### config.mk
export PLATFORM = sky130hd
export DESIGN_NAME = rv_alu_post
export DESIGN_NICKNAME = d
export VERILOG_FILES = /design/src/rtl/rv_alu_pkg.sv /design/src/rtl/rv_alu_post.sv
export SDC_FILE = /design/constraint.sdc
export NUM_CORES = 1
export LEC_CHECK = 0
export BUFFER_PORTS_ARGS = -buffer_cell sky130_fd_sc_hd__buf_2
export CORE_ASPECT_RATIO = 1.25
export CORE_UTILIZATION = 51
export DETAILED_ROUTE_END_ITERATION = 12
export PLACE_DENSITY = 0.84
export SLEW_MARGIN = 20
export SYNTH_ARGS = -nofsm -noshare
export SYNTH_HDL_FRONTEND = slang
export SYNTH_SLANG_ARGS = --single-unit
### constraint.sdc
create_clock -name vclk -period 3.9
set_input_delay 0.195 -clock vclk [all_inputs]
set_output_delay 0.195 -clock vclk [all_outputs]
set_load 0.05 [all_outputs]
### src/rtl/rv_alu_pkg.sv
package rv_alu_pkg;

    localparam int unsigned XLEN      = 32;
    localparam int unsigned DIV_STEPS = XLEN;

    typedef enum logic [4:0] {
        MODE_ADD    = 5'd0,
        MODE_SUB    = 5'd1,
        MODE_AND    = 5'd2,
        MODE_OR     = 5'd3,
        MODE_XOR    = 5'd4,
        MODE_SLL    = 5'd5,
        MODE_SRL    = 5'd6,
        MODE_SRA    = 5'd7,
        MODE_SLT    = 5'd8,
        MODE_SLTU   = 5'd9,
        MODE_MUL    = 5'd10,
        MODE_MULH   = 5'd11,
        MODE_MULHSU = 5'd12,
        MODE_MULHU  = 5'd13,
        MODE_DIV    = 5'd14,
        MODE_DIVU   = 5'd15,
        MODE_REM    = 5'd16,
        MODE_REMU   = 5'd17
    } mode_t;

    // rem/quo hold the product halves for multiplies, and the partial
    // remainder / shifting dividend-quotient for divides.
    typedef struct packed {
        mode_t             mode;
        logic [XLEN-1:0]   res;
        logic [XLEN-1:0]   rem;
        logic [XLEN-1:0]   quo;
        logic [XLEN-1:0]   dvs;
        logic              dv;
        logic              neg_q;
        logic              neg_r;
    } pipe_t;

endpackage

### src/rtl/rv_alu_post.sv
module rv_alu_post
    import rv_alu_pkg::*;
(
    input  pipe_t           stage,
    output logic [XLEN-1:0] result
);

    always_comb begin
        case (stage.mode)
            MODE_MUL:    result = stage.quo;
            MODE_MULH,
            MODE_MULHSU,
            MODE_MULHU:  result = stage.rem - stage.dvs;
            MODE_DIV,
            MODE_DIVU:   result = stage.neg_q ? (XLEN'(0) - stage.quo) : stage.quo;
            MODE_REM,
            MODE_REMU:   result = stage.neg_r ? (XLEN'(0) - stage.rem) : stage.rem;
            default:     result = stage.res;
        endcase
    end

endmodule

Word-level counts from Yosys, hierarchy flattened. Cells that the tools add are included.

Bits in latches: 0. ROM bits: 0. Register bits after elaboration: 0. Bits in writable memories: 0. Bits of input ports: 136. Word-level logic and storage cells: 17. Memories: 0.

Add/sub/neg operators: 3. Div/mod/pow operators: 0. Multiplexer cells: 3. Reductions and logical operators: 3. Equal/unequal tests: 8. Multipliers: 0. $lt $le $gt $ge: 0. Bitwise operators: 0. Shifts and indexed selects: 0.

Operators by type and width (number): $pmux 32 s4 (1); $mux 32 (2); $sub 1x32->32 const A (2); $sub 32x32->32 (1); $eq 5x4->1 const B (6); $eq 5x5->1 const B (2); $reduce_or 2->1 (2); $reduce_or 3->1 (1).

Logic depth before layout (Yosys ltp).
Depth after elaboration: 3. Gate-level depth with buffers: 12. Depth with buffers taken out: 12.

Least setup slack after synthesis. No wires, ideal clock.

Path kind: input to output. From: in stage[67] (netlist name). To: out result[28]. Stages on the path: 12. Slack: 0.256 ns. Arrival time: 3.449 ns. Path buffers: 0. Cells stage by stage: inv_1 ha_1 fa_1 nor2b_1 o2111ai_1 a21oi_1 o211ai_1 o31ai_1 a311o_1 a21oi_1 xor2_1 o21ai_0.

Word-level cells in the longest chain between the ends: 3.

RTL lines: start: declaration (RTL line rv_alu_post.sv:4) `input pipe_t stage,`; $sub 1x32->32 (RTL line rv_alu_post.sv:17) `MODE_REMU: result = stage.neg_r ? (XLEN'(0) - stage.rem) : stage.rem;`; $mux 32 (RTL line rv_alu_post.sv:17); $pmux 32 s4 (*) (RTL line rv_alu_post.sv:9) `case (stage.mode)`; end: declaration (RTL line rv_alu_post.sv:5) `output logic [XLEN-1:0] result`.

Every way passes the cells marked *; elsewhere a longest branch is shown, timed or not.

Worst setup path after layout.
From: in stage[67] (netlist name). To: out result[30].

The elaborated chain is that of the path after synthesis.

==> results.md <==
* I/O Pins at approximately 170
* Critical Path Sink Type: output port
* Design Area, Final at 0.00481 mm²
* WL final at between 10 and 15 mm
* Met3 WL at approximately 1.3 mm
* Initial Utilization at a little over half
* WP data arrival at about 3600 ps
* Sequential element share of the synthesized area at 0%
* Final Util at 64.3%
* CP bufs+invs at 3
* WL/cell at approximately 18 µm
* Max incr delay on CP at around 530 ps
* Area grow syn2layout at 20.9%
* Met1 Wirelength at between 5 and 6 mm
* Chip width at around 81 µm
* Slew @ Worst Pin at slightly above 1000 ps
* Number of fill cells in the layout at 726
* Vias in the first global route at 5171
* Routed length on met2 at 7.11 mm
* Drt drc at 0
* Commonest non-fill, non-tap cell in the layout: buf_2
* Number of nets in the layout at 930
* Worst Hold End: result[5]
* Grt ovf at 0
* CP top delay family: compound AO/OA/AOI/OAI gates
* Via count at around 5600
* Routability Congestion at around 1
* Final hold violations at 0
* Multi-input logic area at 0.00369 mm²
* Port buffer count at 167
* Part of the cycle the worst path needs at a little under 100%
* Max Fanout on Critical Path at 5
* DP Wirelength at 11.7 mm
* Reg area at 0 µm²
* Max cap viols at 0
* Worst-path cell chain: buf_2, inv_1, ha_1, fa_1, nor2b_1, o2111ai_1, a21oi_1, o211ai_1, o31ai_1, a311oi_1, nor3_1, o22ai_1, a211o_1, buf_2
* Setup Viol. Count Final at 0
* Mapped Cells at 620
* Die area at between 0.008 and 0.009 mm²
* Pleak at 2.24 nW
* DRT iter0 DRCs at 468
* Largest net degree at the start of global routing at 40
* Minimum clock period at 3770 ps
* Non-Filler Instances at 849
* Fmax at 0.265 GHz
* Status: complete, no violations
* CORE AREA at between 0.007 and 0.008 mm²
* Resized cells post-CTS at 0
* Crit path required time at 3700 ps
* Initial antenna violation count at 0
* Max IR drop VDD at 0.0960 mV
* Crit path kind: primary input to output port
* Slew margin rel. at 31.9%
* Vias per inst at 6.61
* Setup tns final at 0 ps
* Detailed Routing Iterations Pass 1 at 6
* Most numerous cell on the critical path: buf_2
* Chip Height at 101 µm
* Share of cells above drive strength 1 at 24.7%
* Total track usage at 35.1%
* Row count at 35
* RSZ-0062 raised after global routing: false
* Clk_buf instances at 0
* Hold buffers post-CTS at 0
* Seq cells at 0
* Synth Cell Area at around 0.0040 mm²
* Hold path start: stage[104]
* Netlist cell types at 68
* First-pass GRT wire length at 23.2 mm
* Post-place instance area at 0.00481 mm²
* Inst Count DP at between 800 and 900
* Yosys synthesis warning count at 0
* Syn_nets at 791
* Most frequent cells in the layout: 167 x buf_2, 66 x nand2_1, 60 x o21ai_0, 51 x a21oi_1, 38 x nor2_1
* N_diodes at 0
* Worst-path cell with the longest stage delay: o31ai_1
* Syn_area_per_cell at 6.42 µm²
* Critical path startpoint category: primary input
* Final Max Slew Viols at 0
* Pwr Density at 157 mW/mm²
* Max layer used: met4
* Hold Crit Depth at 4
* Worst hold-check path type: primary input to output port
* Post-CTS setup buffer count at 0
* DRT antenna net count at 0
routing by layer:
metal  vias to the layer above  global-route usage (%)
met1                      2579                    43.3
met2                       341                    60.1
met5                         -                       0
li1                       2631                       -
met4                         0                    17.7
met3                        60                    2.71
metrics by stage:
stage	total power, mW	hold WS (ps)	setup slack [ps]
3_3_place_gp	0.724	811	409
5_1_grt	0.810	831	8.15
3_5_place_dp	0.739	817	237
2_1_floorplan	0.515	666	256
4_1_cts	0.743	818	223
6_report	0.756	818	128
synthesized netlist by cell type, types with 2 or more instances:
library cell	count	share of area (%)
a211o_1	3	0.66
a21o_1	16	3.0
a21oi_1	51	6.4
a221o_1	4	1.0
a221oi_1	12	2.6
a222oi_1	4	1.0
a22oi_1	3	0.57
a31oi_1	12	1.9
and2_1	5	0.79
and3_1	6	0.94
buf_1	2	0.19
buf_6	2	0.57
clkbuf_1	29	2.7
clkbuf_8	2	0.69
ha_1	34	11
inv_1	36	3.4
mux2i_1	2	0.50
nand2_1	66	6.2
nand2b_1	4	0.63
nand3_1	24	3.0
nand3b_1	3	0.57
nand4_1	5	0.79
nor2_1	38	3.6
nor2b_1	7	1.1
nor3_1	25	3.1
nor3b_1	3	0.57
nor4_1	2	0.31
o2111ai_1	4	0.88
o211ai_1	6	1.1
o21a_1	8	1.5
o21ai_0	61	7.7
o21bai_1	2	0.38
o221ai_1	7	1.5
o22ai_1	3	0.47
o31a_1	3	0.66
o31ai_1	21	4.0
o32ai_1	2	0.44
o41ai_1	7	1.5
or3_1	9	1.4
or4_1	3	0.57
or4_4	2	0.57
xnor2_1	32	7.0
xor2_1	25	5.5
power breakdown:
part | internal, mW | switching [mW]
logic | 0.272 | 0.484
registers | 0 | 0
clock network | 0 | 0
total | 0.272 | 0.484
worst min-delay path, delay by kind of cell:
family	cells	cell delay, ps
AND/OR/NAND/NOR	1	90
buffers and inverters	2	290
AO/OA/AOI/OAI	1	40
layout make-up:
class                           instances  area share, %
Timing Repair Buffer                  172           18.1
Inverter                               36           2.81
Multi-Input combinational cell        549           76.7
Tap cell                               92           2.39
worst max path at each step:
stage	depth (start not counted)	from	slack (ps)	endpoint
2_1_floorplan	12	stage[67]	260	result[28]
3_3_place_gp	14	stage[67]	410	result[30]
3_5_place_dp	14	stage[67]	240	result[30]
4_1_cts	14	stage[67]	220	result[30]
5_1_grt	14	stage[67]	8	result[30]
6_report	14	stage[67]	130	result[30]
kinds of logic (layout without fill, tap and decap cells):
| logic type | Yosys count | count (layout) | share of synthesized area, % |
|---|---|---|---|
| fa+ha+maj | 35 | 35 | 11.2 |
| compound gates | 240 | 240 | 40.4 |
| simple gates | 214 | 214 | 27.5 |
| xor+xnor | 57 | 57 | 12.5 |
| mux | 3 | 3 | 0.785 |
| buf+inv | 71 | 208 | 7.57 |
(Power assumes the default switching activity.)
