$ cat src/rtl/rv_alu_pkg.sv
package rv_alu_pkg;

    localparam int unsigned XLEN      = 32;
    localparam int unsigned DIV_STEPS = XLEN;

    typedef enum logic [4:0] {
        MODE_ADD    = 5'd0,
        MODE_SUB    = 5'd1,
        MODE_AND    = 5'd2,
        MODE_OR     = 5'd3,
        MODE_XOR    = 5'd4,
        MODE_SLL    = 5'd5,
        MODE_SRL    = 5'd6,
        MODE_SRA    = 5'd7,
        MODE_SLT    = 5'd8,
        MODE_SLTU   = 5'd9,
        MODE_MUL    = 5'd10,
        MODE_MULH   = 5'd11,
        MODE_MULHSU = 5'd12,
        MODE_MULHU  = 5'd13,
        MODE_DIV    = 5'd14,
        MODE_DIVU   = 5'd15,
        MODE_REM    = 5'd16,
        MODE_REMU   = 5'd17
    } mode_t;

    // rem/quo hold the product halves for multiplies, and the partial
    // remainder / shifting dividend-quotient for divides.
    typedef struct packed {
        mode_t             mode;
        logic [XLEN-1:0]   res;
        logic [XLEN-1:0]   rem;
        logic [XLEN-1:0]   quo;
        logic [XLEN-1:0]   dvs;
        logic              dv;
        logic              neg_q;
        logic              neg_r;
    } pipe_t;

endpackage

$ cat src/rtl/rv_alu_pre.sv
module rv_alu_pre
    import rv_alu_pkg::*;
(
    input  logic [XLEN-1:0] operand_a,
    input  logic [XLEN-1:0] operand_b,
    input  logic [4:0]      mode,
    output pipe_t           stage
);

    mode_t             op;
    logic [4:0]        sh;
    logic [2*XLEN-1:0] prod;
    logic              sgn;
    logic              an;
    logic              bn;

    always_comb begin
        op   = mode_t'(mode);
        sh   = operand_b[4:0];
        prod = (2*XLEN)'(operand_a) * (2*XLEN)'(operand_b);
        sgn  = (op == MODE_DIV) || (op == MODE_REM);
        an   = sgn & operand_a[XLEN-1];
        bn   = sgn & operand_b[XLEN-1];

        stage       = '0;
        stage.mode  = op;
        stage.res   = '0;
        case (op)
            MODE_ADD:  stage.res = operand_a + operand_b;
            MODE_SUB:  stage.res = operand_a - operand_b;
            MODE_AND:  stage.res = operand_a & operand_b;
            MODE_OR:   stage.res = operand_a | operand_b;
            MODE_XOR:  stage.res = operand_a ^ operand_b;
            MODE_SLL:  stage.res = operand_a << sh;
            MODE_SRL:  stage.res = operand_a >> sh;
            MODE_SRA:  stage.res = XLEN'($signed(operand_a) >>> sh);
            MODE_SLT:  stage.res = XLEN'($signed(operand_a) < $signed(operand_b));
            MODE_SLTU: stage.res = XLEN'(operand_a < operand_b);
            default:   stage.res = '0;
        endcase

        if (op inside {MODE_DIV, MODE_DIVU, MODE_REM, MODE_REMU}) begin
            stage.dv    = 1'b1;
            stage.rem   = '0;
            stage.quo   = an ? (XLEN'(0) - operand_a) : operand_a;
            stage.dvs   = bn ? (XLEN'(0) - operand_b) : operand_b;
            // divide by zero keeps the all-ones quotient unsigned
            stage.neg_q = (an ^ bn) & (operand_b != '0);
            stage.neg_r = an;
        end else begin
            stage.dv  = 1'b0;
            stage.quo = prod[XLEN-1:0];
            stage.rem = prod[2*XLEN-1:XLEN];
            // high-product sign correction, subtracted at the output
            case (op)
                MODE_MULH:   stage.dvs = (operand_a[XLEN-1] ? operand_b : '0)
                                       + (operand_b[XLEN-1] ? operand_a : '0);
                MODE_MULHSU: stage.dvs = operand_a[XLEN-1] ? operand_b : '0;
                default:     stage.dvs = '0;
            endcase
        end
    end

endmodule

$ cat config.mk
export PLATFORM = sky130hd
export DESIGN_NAME = rv_alu_pre
export DESIGN_NICKNAME = d
export VERILOG_FILES = /design/src/rtl/rv_alu_pkg.sv /design/src/rtl/rv_alu_pre.sv
export SDC_FILE = /design/constraint.sdc
export NUM_CORES = 2
export LEC_CHECK = 0
export ABC_AREA = 0
export BUFFER_PORTS_ARGS = -buffer_cell sky130_fd_sc_hd__buf_2
export CAP_MARGIN = 10
export CORE_MARGIN = 1.5
export CORE_UTILIZATION = 25
export DETAILED_ROUTE_END_ITERATION = 8
export SYNTH_ARGS = -nofsm -noshare
export SYNTH_HDL_FRONTEND = slang
export SYNTH_SLANG_ARGS = --single-unit
$ cat constraint.sdc
create_clock -name vclk -period 13.5
set_input_delay 2.025 -clock vclk [all_inputs]
set_output_delay 2.025 -clock vclk [all_outputs]
set_load 0.03 [all_outputs]
Yosys cells after proc, flatten, opt, wreduce, memory -nomap -nowiden --
Index checks and enable logic that the tools add are counted.
Storage, ports and cells: register bits 0, bits of input ports 69, output and inout port bits 136, logic and storage cells 45
Cells by class: add/subtract/negate cells 5, multipliers 1, $lt $le $gt $ge 2, equal/unequal tests 15, shifts and indexed selects 3, multiplexer cells 8, bitwise operators 7, reduce and logical (&&, ||, !) cells 4
Operators by type and width (count):
- 32-bit one-hot mux with 10 select lines | 1
- 32-bit two-way mux | 4
- 97-bit two-way mux | 1
- 32-bit adder | 2
- 32-bit less-than comparator | 2
- 32-bit by 32-bit multiplier with 64-bit output | 1
- 32-bit one-hot mux with 2 select lines | 1
- 1-bit by 32-bit subtractor with 32-bit output, first input constant | 2
- 32-bit AND | 1
- 32-bit OR | 1
- 32-bit nonzero test | 1
- 32-bit by 5-bit << shifter with 32-bit output | 1
- 32-bit by 5-bit right shift with 32-bit output | 1
- 32-bit by 5-bit >>> shifter with 32-bit output | 1
- 32-bit subtractor | 1
- 32-bit bitwise XOR | 1
- 5-bit by 4-bit == test with 1-bit output, second input constant | 6
- 5-bit by 3-bit == test with 1-bit output, second input constant | 4
- 5-bit by 2-bit == test with 1-bit output, second input constant | 2
- 5-bit == test, second input constant | 2
- 5-bit by 1-bit == test with 1-bit output, second input constant | 1
- 5-bit logical NOT | 1
- 4-bit nonzero test | 1
- 1-bit AND | 3
- 3 further kinds | 3

Longest topological paths before layout --
word-level depth 6, depth in mapped cells 32

Worst setup path before layout --
OpenSTA, ideal clock, no wires.
kind input to output, start point in operand_b[2], end point out stage[92] in the netlist's numbering, arrival 10147 ps, data required time 11475 ps, path slack 1328 ps, cell stages on the path 29, cells stage by stage buf_2 clkinv_1 buf_1 buf_1 clkbuf_1 clkbuf_1 nor2_1 fa_1 fa_1 fa_1 inv_1 fa_1 inv_1 fa_1 inv_1 fa_1 inv_1 fa_1 fa_1 ha_1 a21oi_1 nor2b_1 or4_1 a21oi_1 or3_1 nand3b_1 nand3b_1 a21oi_1 nor3b_1
RTL lines:
- start: declaration | line rv_alu_pre.sv:5 | input logic [XLEN-1:0] operand_b,
- end: declaration | line rv_alu_pre.sv:7 | output pipe_t stage

==> metrics <==
Core ar.=0.1738 mm^2; Compound-Gate Fraction of Synth Area=13.39%; Finish-stage setup viols=0; commonest non-fill, non-tap cell in the layout=inv_1; CTS Hold Bufs=0; PortBufs=205; final period utilization=96.19%; Post-Synthesis Cells=5,538; First-pass DRT Iterations=7; Post-CTS Resized=0; Post-DP Area=0.04775 mm^2; number of global-route vias before repair=42,300; Total Neg Setup Slack=0 ns; Non-Filler Instances=7,914; routed vias=42,180; synthesized area per cell=7.890 um^2; Storage cell area=0 um^2; fillers=19,060; DP Worst Slack=0.6656 ns; Total GRT Usage=22.72%; placer congestion estimate=1.057; critical path's most frequent cell=fa_1; wire per inst=26.04 um; YS warnings=0; WP buf/inv=7; type of the worst setup path=in -> out; mux contribution to synthesized area=3.362%; antenna violations before repair=16; Seq cells=0; clk_buf instances=0; Slew Limit Headroom=26.36%; worst hold path type=in -> out; Final Max Slew Viols=0; final net count=6,942; critical path endpoint=stage[93]; status=finished, final reports clean; Post-Route WL=206,100 um; DR iter-0 viols=4,878; register area share after synthesis=0%; family with the most delay on the worst path=adder cells; Vias/cell=5.329; crit path launch=operand_b[5]; RSZ-0062 raised after global routing=false; Startpoint Class=input port; Worst path slowest cell=a221oi_1; dpl cells=7,905; Mapped Area=0.04369 mm^2; CP Max Fanout=12; P&R area growth vs syn=9.335%; Worst setup EP type=output port; final number of hold-violating endpoints=0; hold path depth=2; hpwl dp=168,100 um; logic depth of the worst path, buffers included=26; Die Span Y=421.1 um; global-route wire length before repair=298,300 um; DR DRC count=0; Distinct cells, synth=91; max-cap viol count=0; row count=153; Worst-Margin Slew=1.103 ns; die extent in x=421.1 um; Max Fclk=77.01 MHz; simple-gate share of the synthesized area=16.52%; Synth Area in Adders=52.41%; syn_nets=6,898; largest family of logic cells by synthesized area=adder cells; post-route cell area=0.04777 mm^2; min cycle time layout=12.99 ns; pin count of the biggest net entering global routing=70; grt ovf=0; Ports=205; PnR worst setup slack=0.5147 ns; die area=0.1773 mm^2; Initial Utilization=25.14%; XOR/XNOR Fraction of Synth Area=2.666%; Routed Antenna Nets=0; worst path arrival time=10.96 ns; max incr delay on CP=0.80 ns; most frequent cells in the layout=inv_1, nor2_1, fa_1; Critical Path RT=11.48 ns; layout cells sized above 1=8.584%; Setup Fix Bufs, Post-CTS=0
==> cell families after synthesis <==
family                     after synthesis
AOI/OAI and AO/OA                      916
buffers and inverters                 1338
and+or+nand+nor                       1744
xor gates and xnor gates               133
muxes                                  116
adders and majority gates             1291
==> how the worst min path moves through the flow <==
| stage | startpoint | end | slack [ns] |
|---|---|---|---|
| 3_5_place_dp | mode[4] | stage[135] | 4.37 |
| 2_1_floorplan | mode[0] | stage[131] | 4.18 |
| 6_report | mode[4] | stage[135] | 4.37 |
| 4_1_cts | mode[4] | stage[135] | 4.37 |
| 5_1_grt | mode[2] | stage[133] | 4.38 |
| 3_3_place_gp | mode[2] | stage[133] | 4.37 |
==> metrics by stage <==
step,hold WS (ns),utilization [%]
6_report,4.371,27.48
5_1_grt,4.383,27.48
4_1_cts,4.371,27.47
3_5_place_dp,4.371,27.47
2_1_floorplan,4.182,-
3_3_place_gp,4.368,27.47
==> layer usage <==
layer  wire (um)  global-route usage (%)  vias to the layer above  share of wire [%]
met5          56                       0                        -              0.027
met4       15180                   12.95                        8                7.4
met1       78090                   29.14                    21180                 38
li1            -                       -                    17610                  -
met2       89230                   34.73                     2741                 43
met3       23500                   5.617                      633                 11
==> cell type report <==
cell class                      instances  area [um^2]  area share, %
Tap cell                             2325         2909          6.089
Antenna cell                            9        22.52        0.04714
Multi-Input combinational cell       4200        38640          80.89
Inverter                              977         3670          7.682
Timing Repair Buffer                  403         2530          5.296
==> cell usage after synthesis, types with 20 or more instances <==
cell / n / area, um^2
xnor2_1: 96 / 840.8
a211oi_1: 30 / 225.2
o21ai_1: 30 / 150.1
a21oi_1: 252 / 1261
clkbuf_1: 235 / 882.1
nand2b_1: 24 / 150.1
buf_1: 89 / 334.1
mux4_2: 24 / 540.5
clkinv_1: 24 / 90.09
inv_1: 939 / 3525
o211ai_1: 40 / 300.3
and2_1: 20 / 125.1
a31oi_1: 40 / 250.2
o21bai_1: 28 / 210.2
fa_1: 899 / 18000
nor3_1: 64 / 320.3
a221oi_1: 25 / 219.0
o22ai_1: 22 / 137.6
o221ai_1: 22 / 192.7
o31ai_1: 20 / 150.1
a21o_1: 68 / 510.5
o21ai_0: 205 / 1026
xor2_1: 37 / 324.1
ha_1: 392 / 4905
nand2_1: 532 / 1997
buf_2: 29 / 145.1
nand3_1: 51 / 255.2
nor2_1: 915 / 3435
nand4_1: 33 / 206.5
mux2i_1: 86 / 860.8
Power is not shown: default switching activity piles up to over one toggle a cycle in this logic, so the estimate is an artifact.
