**config.mk**
```make
export PLATFORM = sky130hd
export DESIGN_NAME = rv_alu_div_step
export DESIGN_NICKNAME = d
export VERILOG_FILES = /design/src/rtl/rv_alu_pkg.sv /design/src/rtl/rv_alu_div_step.sv
export SDC_FILE = /design/constraint.sdc
export NUM_CORES = 1
export LEC_CHECK = 0
export BUFFER_PORTS_ARGS = -buffer_cell sky130_fd_sc_hd__buf_2
export CAP_MARGIN = 10
export CORE_AREA = 2 2 105 107
export DETAILED_ROUTE_END_ITERATION = 10
export DIE_AREA = 0 0 107 109
export PLACE_DENSITY = 0.71
export SLEW_MARGIN = 20
export SYNTH_ARGS = -nofsm -noshare
export SYNTH_HDL_FRONTEND = slang
export SYNTH_SLANG_ARGS = --single-unit
```
**constraint.sdc**
```tcl
create_clock -name vclk -period 2.9
set_input_delay 0 -clock vclk [all_inputs]
set_output_delay 0 -clock vclk [all_outputs]
set_load 0.02 [all_outputs]
```
**src/rtl/rv_alu_pkg.sv**
```systemverilog
package rv_alu_pkg;

    localparam int unsigned XLEN      = 32;
    localparam int unsigned DIV_STEPS = XLEN;

    typedef enum logic [4:0] {
        MODE_ADD    = 5'd0,
        MODE_SUB    = 5'd1,
        MODE_AND    = 5'd2,
        MODE_OR     = 5'd3,
        MODE_XOR    = 5'd4,
        MODE_SLL    = 5'd5,
        MODE_SRL    = 5'd6,
        MODE_SRA    = 5'd7,
        MODE_SLT    = 5'd8,
        MODE_SLTU   = 5'd9,
        MODE_MUL    = 5'd10,
        MODE_MULH   = 5'd11,
        MODE_MULHSU = 5'd12,
        MODE_MULHU  = 5'd13,
        MODE_DIV    = 5'd14,
        MODE_DIVU   = 5'd15,
        MODE_REM    = 5'd16,
        MODE_REMU   = 5'd17
    } mode_t;

    // rem/quo hold the product halves for multiplies, and the partial
    // remainder / shifting dividend-quotient for divides.
    typedef struct packed {
        mode_t             mode;
        logic [XLEN-1:0]   res;
        logic [XLEN-1:0]   rem;
        logic [XLEN-1:0]   quo;
        logic [XLEN-1:0]   dvs;
        logic              dv;
        logic              neg_q;
        logic              neg_r;
    } pipe_t;

endpackage

```
**src/rtl/rv_alu_div_step.sv**
```systemverilog
module rv_alu_div_step
    import rv_alu_pkg::*;
(
    input  pipe_t stage_in,
    output pipe_t stage_out
);

    logic [XLEN:0] shifted;
    logic          ge;

    always_comb begin
        shifted   = {stage_in.rem, stage_in.quo[XLEN-1]};
        ge        = shifted >= {1'b0, stage_in.dvs};
        stage_out = stage_in;
        if (stage_in.dv) begin
            stage_out.rem = ge ? XLEN'(shifted - {1'b0, stage_in.dvs}) : shifted[XLEN-1:0];
            stage_out.quo = {stage_in.quo[XLEN-2:0], ge};
        end
    end

endmodule

```
Word level (Yosys, flattened, before mapping)
Index checks and enable logic that the tools add are counted.
- bits in registers: 0
- latch bits: 0
- bits in writable memories: 0
- ROM bits: 0
- input port bits: 136
- output and inout bits: 136
- logic and storage cells: 4
- memories: 0
- $add $sub $neg: 1
- $mul: 0
- div/mod/pow operators: 0
- magnitude comparators: 1
- equal/unequal tests: 0
- shift-type cells: 0
- multiplexer cells: 2
- bitwise logic cells: 0
- reductions and logical operators: 0
- operators with widths (kind ; number):
    $mux 64 ; 1
    $ge 33x32->1 ; 1
    $mux 32 ; 1
    $sub 32x32->32 ; 1

Longest topological paths before layout
Gate-level depths: netlist of run 1.
- depth in word-level cells: 3
- gate-level depth with buffers: 13

Worst setup path before layout of run 1
No wires, ideal clock.
- kind: in2out
- start: input port stage_in[14] (netlist bit)
- end: output port stage_out[90] (netlist bit)
- arrival time: 2.695 ns
- data required time: 2.900 ns
- slack: 0.205 ns
- cell stages on the path: 11
- buffers on the path: 1
- cells stage by stage: inv_1 > ha_1 > a21o_1 > a31o_1 > a221oi_2 > a211oi_1 > or4b_1 > a21o_1 > buf_6 > mux2i_1 > o21ai_0
- RTL lines (element ; line ; source):
    start, declared ; rv_alu_div_step.sv:4 ; input pipe_t stage_in,
    end, declared ; rv_alu_div_step.sv:5 ; output pipe_t stage_out

==> run_results.csv, run 1 <==
group,metric,value,unit
finish,seq_area,0,µm²
timing,slew_headroom,59.8,%
worst_hold_path,hold_path.class,"input port to output pin",
die,die-area,0.0117,mm²
power_and_ir_drop,p_leak,0.00231,µW
die,start_util,32.0,%
critical_path,crit_type,"input port to output pin",
synthesis,yosysSeqAreaShare,0,%
critical_path,crit_required,2.90,ns
drt,drt_iter0_drc,142,
drt,wire_per_inst,14.0,µm
drt,firstDrtPassIters,4,
synthesis,yosysTopAreaCellShare,15.9,%
finish,nets,819,
critical_path,worstSetupStartpointType,"input port",
die,row_count,38,
finish,clkbuf_count,0,
die,num_io_pins,272,
global_routing,met3_usage,1.26,%
global_routing,grt_pass1_wl,16.5,mm
die,core,0.0106,mm²
drt,drc_errors,0,
finish,design_area,0.00427,mm²
placed_design,numPortBuffers,194,
global_routing,grt_use_total,16.8,%
placed_design,gp_congestion,0.887,
global_routing,grt_max_degree,41,
clocking,hold_buffers,0,
timing,slew_violations,0,
power_and_ir_drop,ir_drop,0.123,mV
drt,ant_nets,0,
synthesis,syn_area,0.00339,mm²
timing,hold_ws,0.00000562,ns
power_and_ir_drop,power.density,249,mW/mm²
critical_path,path_cells,"buf_2 > inv_1 > ha_1 > buf_4 > a31o_1 > a221oi_4 > a211oi_2 > or4b_4 > a21o_4 > inv_4 > buf_12 > buf_8 > nor4_1 > nand3b_1 > buf_6",
global_routing,gr-usage-met1,23.2,%
drt,vias_per_cell,4.98,
finish,fill_cells,1145,
critical_path,arrival,2.82,ns
synthesis,yosys_warnings,0,
critical_path,critPathMaxFanout,8,
critical_path,worstSetupEndpointType,"output pin",
synthesis,ys_types,56,
global_routing,met2_usage,29.1,%
drt,vias,3928,
synthesis,synth.avg_cell_area,6.60,µm²
global_routing,gr-total-overflow,0,
flow_run,maxCapViolCount,0,
die,die_x,107,µm
global_routing,antenna_found_initial,0,
timing,rsz0062_at_grt,"yes",
finish,areaGrowthSynthToFinish,25.8,%
timing,hold_viol_final,0,
placed_design,placed_area,0.00411,mm²
critical_path,critPathSlowestCell,"or4b_4",
global_routing,busiest_layer,"met2",
synthesis,synth_area_leaders,"buf_4 16%, ha_1 12%, mux2_2 10%",
timing,max_freq,355,MHz
finish,n_sequential_cell,0,
synthesis,yosysMostFrequentCell,"buf_4",
synthesis,synth_cells,514,
timing,post-route-min-period,2.82,ns
timing,setup_viol,0,
placed_design,hpwl,9.18,mm
finish,drive_above_1_share,42.4,%
synthesis,synth_area_leader_cell,"buf_4",
drt,wirelength,11.1,mm
die,die_h,109,µm
synthesis,netlist_top_cells_count,"72 x buf_4, 69 x nand2_1, 39 x nor2_1, 38 x inv_1, 37 x a21oi_1",
finish,antennaDiodeCount,0,
status,outcome,"completed",
timing,tns,0,ns
power_and_ir_drop,finalPower,1060,µW
synthesis,syn-num-nets,683,
timing,tightest_slew,0.600,ns
global_routing,grt_pass1_vias,3485,
timing,final.period_utilization,97.1,%
critical_path,cpPeakStageDelay,0.53,ns
==> critical path, delay by kind of cell <==
kind / cells / cell delay [ns]
fa+ha+maj: 1 / 0.30
simple gates: 3 / 0.80
compound gates: 4 / 0.95
buf+inv: 7 / 0.77
==> layout by cell type, fill, tap and decap left out, drive strengths merged, types with 3 or more instances in the layout <==
master and instances:
and4 4, nor2 39, buf 225, xnor2 13, nand2b 6, a21o 21, o211ai 4, nand2 70
a221o 3, a31oi 23, and3 5, a221oi 3, nand3 6, o21a 5, inv 39, o21ai 23
a21oi 37, or3 4, mux2i 3, a211oi 4, mux2 30, xor2 12, ha 32, nor3 5
nand4 6
==> final timing paths <==
path,endpoint,cells after the start,from
max,stage_out[97],15,stage_in[14]
min,stage_out[117],0,stage_in[117]
==> logic make-up (layout without fill, tap and decap cells) <==
| family | after synthesis | in the layout | synth area share [%] |
|---|---|---|---|
| AND/OR/NAND/NOR | 153 | 153 | 20.5 |
| AO/OA/AOI/OAI | 139 | 139 | 26.6 |
| buffers and inverters | 131 | 265 | 23.1 |
| adder cells (fa/ha/maj) | 33 | 33 | 12.4 |
| multiplexers | 33 | 33 | 10.8 |
| XOR/XNOR | 25 | 25 | 6.45 |
==> repair_timing <==
action,CTS,global route
buffers inserted,0,7
gates resized for setup,6,23
endpoints found under the setup margin,1,33
pin swaps,7,17
==> power by group <==
group | switching (µW) | leakage, µW | internal [µW]
sequential | 0 | 0 | 0
combinational | 610 | 0.00231 | 454
clock | 0 | 0 | 0
==> routing by layer <==
metal,wire length (µm),vias up
met2,5270,131
met1,5050,1758
met4,159,0
met3,584,20
li1,-,2019
met5,0,-
==> stage by stage <==
| stage | setup slack (ns) | utilization [%] | instances |
|---|---|---|---|
| 2_1_floorplan | 0.205 | - | 514 |
| 3_3_place_gp | -0.0361 | 38.8 | 781 |
| 3_5_place_dp | -0.0820 | 38.8 | 781 |
| 4_1_cts | 0.0226 | 39.0 | 781 |
| 5_1_grt | -0.0648 | 40.3 | 788 |
| 6_report | 0.0831 | 40.3 | 788 |
==> cell type report <==
type	count	area, µm²	share of cell area (%)
multi-input combinational	383	2690	62.9
timing repair buffer	225	1260	29.4
inverter	40	155	3.63
tap	140	175	4.10
Note: power is estimated with default switching activity, not from simulation.
==> run 2: changes to the inputs <==
--- a/config.mk
+++ b/config.mk
@@ -7,10 +7,10 @@
 export LEC_CHECK = 0
 export BUFFER_PORTS_ARGS = -buffer_cell sky130_fd_sc_hd__buf_2
 export CAP_MARGIN = 10
-export CORE_AREA = 2 2 105 107
+export CORE_AREA = 2 2 107 109
 export DETAILED_ROUTE_END_ITERATION = 10
-export DIE_AREA = 0 0 107 109
-export PLACE_DENSITY = 0.71
+export DIE_AREA = 0 0 109 111
+export PLACE_DENSITY = 0.72
 export SLEW_MARGIN = 20
 export SYNTH_ARGS = -nofsm -noshare
 export SYNTH_HDL_FRONTEND = slang
==> constraint.sdc (replaced) <==
create_clock -name vclk -period 2.3
set_input_delay 0 -clock vclk [all_inputs]
set_output_delay 0 -clock vclk [all_outputs]
set_load 0.02 [all_outputs]
==> run 2 against run 1 <==
  * The run now ends with negative setup slack left
  * Utilization is 15 points higher
  * Wire length is 17% higher
  * Clock-buffer cell count stayed put
  * Setup slack worse by 0.49 ns
  * Via count is 13% higher
  * Design area is 44% higher
  * Combinational power is 92% higher
  * Critical path depth is 1 lower
  * Global-route usage is 3.3 points higher
==> run_results.csv, run 2 (same netlist as run 1, synthesis figures left out) <==
group,metric,value,unit
finish,final_common_cell,"buf_2",
finish,nets,913,
placed_design,hpwl,9.93,mm
finish,seq_area,0,µm²
finish,clkbuf_count,0,
global_routing,grt_use_total,20.1,%
global_routing,grt_pass1_wl,20.5,mm
critical_path,critPathMaxFanout,8,
status,violations,"negative setup slack",
die,die-area,0.0121,mm²
placed_design,gp_congestion,0.880,
critical_path,crit_required,2.30,ns
placed_design,numPortBuffers,194,
die,row_count,39,
global_routing,grt_pass1_vias,4341,
global_routing,antenna_found_initial,0,
timing,setup_ws,-0.403,ns
timing,hold_viol_final,0,
timing,tightest_slew,0.616,ns
drt,wirelength,12.9,mm
finish,drive_above_1_share,63.2,%
drt,drc_errors,0,
critical_path,arrival,2.70,ns
timing,setup_viol,33,
worst_hold_path,hold_path.class,"input port to output pin",
timing,post-route-min-period,2.70,ns
finish,areaGrowthSynthToFinish,81.1,%
flow_run,maxCapViolCount,0,
die,die_x,109,µm
critical_path,crit_path_end,"stage_out[88]",
timing,tns,-11.81,ns
drt,wire_per_inst,14.6,µm
finish,n_sequential_cell,0,
die,start_util,30.6,%
status,outcome,"finished with violations",
critical_path,worstSetupStartpointType,"input port",
timing,slew_violations,0,
clocking,hold_buffers,0,
timing,rsz0062_at_grt,"yes",
die,core,0.0111,mm²
finish,antennaDiodeCount,0,
global_routing,gr-total-overflow,0,
power_and_ir_drop,p_leak,0.00309,µW
die,die_h,111,µm
global_routing,grt_max_degree,85,
power_and_ir_drop,ir_drop,0.163,mV
drt,vias,4434,
drt,firstDrtPassIters,4,
timing,slew_headroom,57.9,%
critical_path,cp-startpoint,"stage_in[14]",
power_and_ir_drop,power.density,330,mW/mm²
timing,final.period_utilization,118,%
drt,vias_per_cell,5.01,
drt,ant_nets,0,
drt,drt_iter0_drc,126,
critical_path,crit_type,"input port to output pin",
timing,hold_ws,0.00000688,ns
timing,max_freq,370,MHz
critical_path,worstSetupEndpointType,"output pin",
finish,layout_common_cells,"157 x buf_2, 111 x buf_4, 42 x buf_6",
die,num_io_pins,272,
-- run 2: changes by cell type in the layout (fill, tap and decap cells not counted), sizes merged --
cell	before	now
buf	225	319
-- run 2: timing repair --
action	in CTS	in global routing
resized for setup	154	61
pin swaps	35	29
setup endpoints to repair	33	33
buffers inserted	7	6
cloned	5	0
-- run 2: final cells by class --
type / instances / area, µm²
Fill cell: 1015 / 4930
Multi-Input combinational cell: 383 / 3530
Timing Repair Buffer: 319 / 2260
Tap cell: 143 / 179
Inverter: 40 / 173
-- run 2: worst max-delay path, stage by stage --
cell and delay [ns]:
buf_6 0.10, inv_4 0.04, ha_4 0.19, a21o_1 0.19, a31o_1 0.22, a221oi_4 0.33, a211oi_2 0.14, or4b_4 0.55
a21o_4 0.29, inv_8 0.10, buf_12 0.16, a21oi_4 0.05, o31ai_4 0.20, buf_6 0.15
-- run 2: how the worst min path moves through the flow --
stage | from | slack [ns] | cells past startpoint | to
floorplan | stage_in[0] | 0.11 | 1 | stage_out[0]
global placement | stage_in[101] | 0.0001 | 0 | stage_out[101]
detailed placement | stage_in[101] | 0.0001 | 0 | stage_out[101]
CTS | stage_in[101] | 0.0001 | 0 | stage_out[101]
global route | stage_in[123] | 0.00003 | 0 | stage_out[123]
finish | stage_in[117] | 0.000007 | 0 | stage_out[117]
-- run 2: layer usage --
metal	share of wire [%]	track usage [%]	vias to the layer above	wire (µm)
met5	0	0	-	0
met4	1.3	2.22	0	162
met3	4.7	1.76	18	607
met2	51	36.0	139	6560
met1	43	26.7	2065	5560
li1	-	-	2212	-
-- run 2: stage by stage --
step / util, % / total power (µW) / instance area (µm²) / setup WS, ns / cells
after floorplan: - / 1140 / 3810 / -0.218 / 514
after global placement: 46.9 / 1590 / 5190 / -0.520 / 871
after detailed placement: 46.9 / 1600 / 5190 / -0.557 / 871
after CTS: 53.1 / 1900 / 5890 / -0.460 / 883
after global routing: 55.5 / 2180 / 6150 / -0.490 / 885
final: 55.5 / 2030 / 6150 / -0.403 / 885
-- run 2: power breakdown --
part / switching [µW] / internal, µW
clock network: 0 / 0
registers: 0 / 0
logic: 1050 / 976
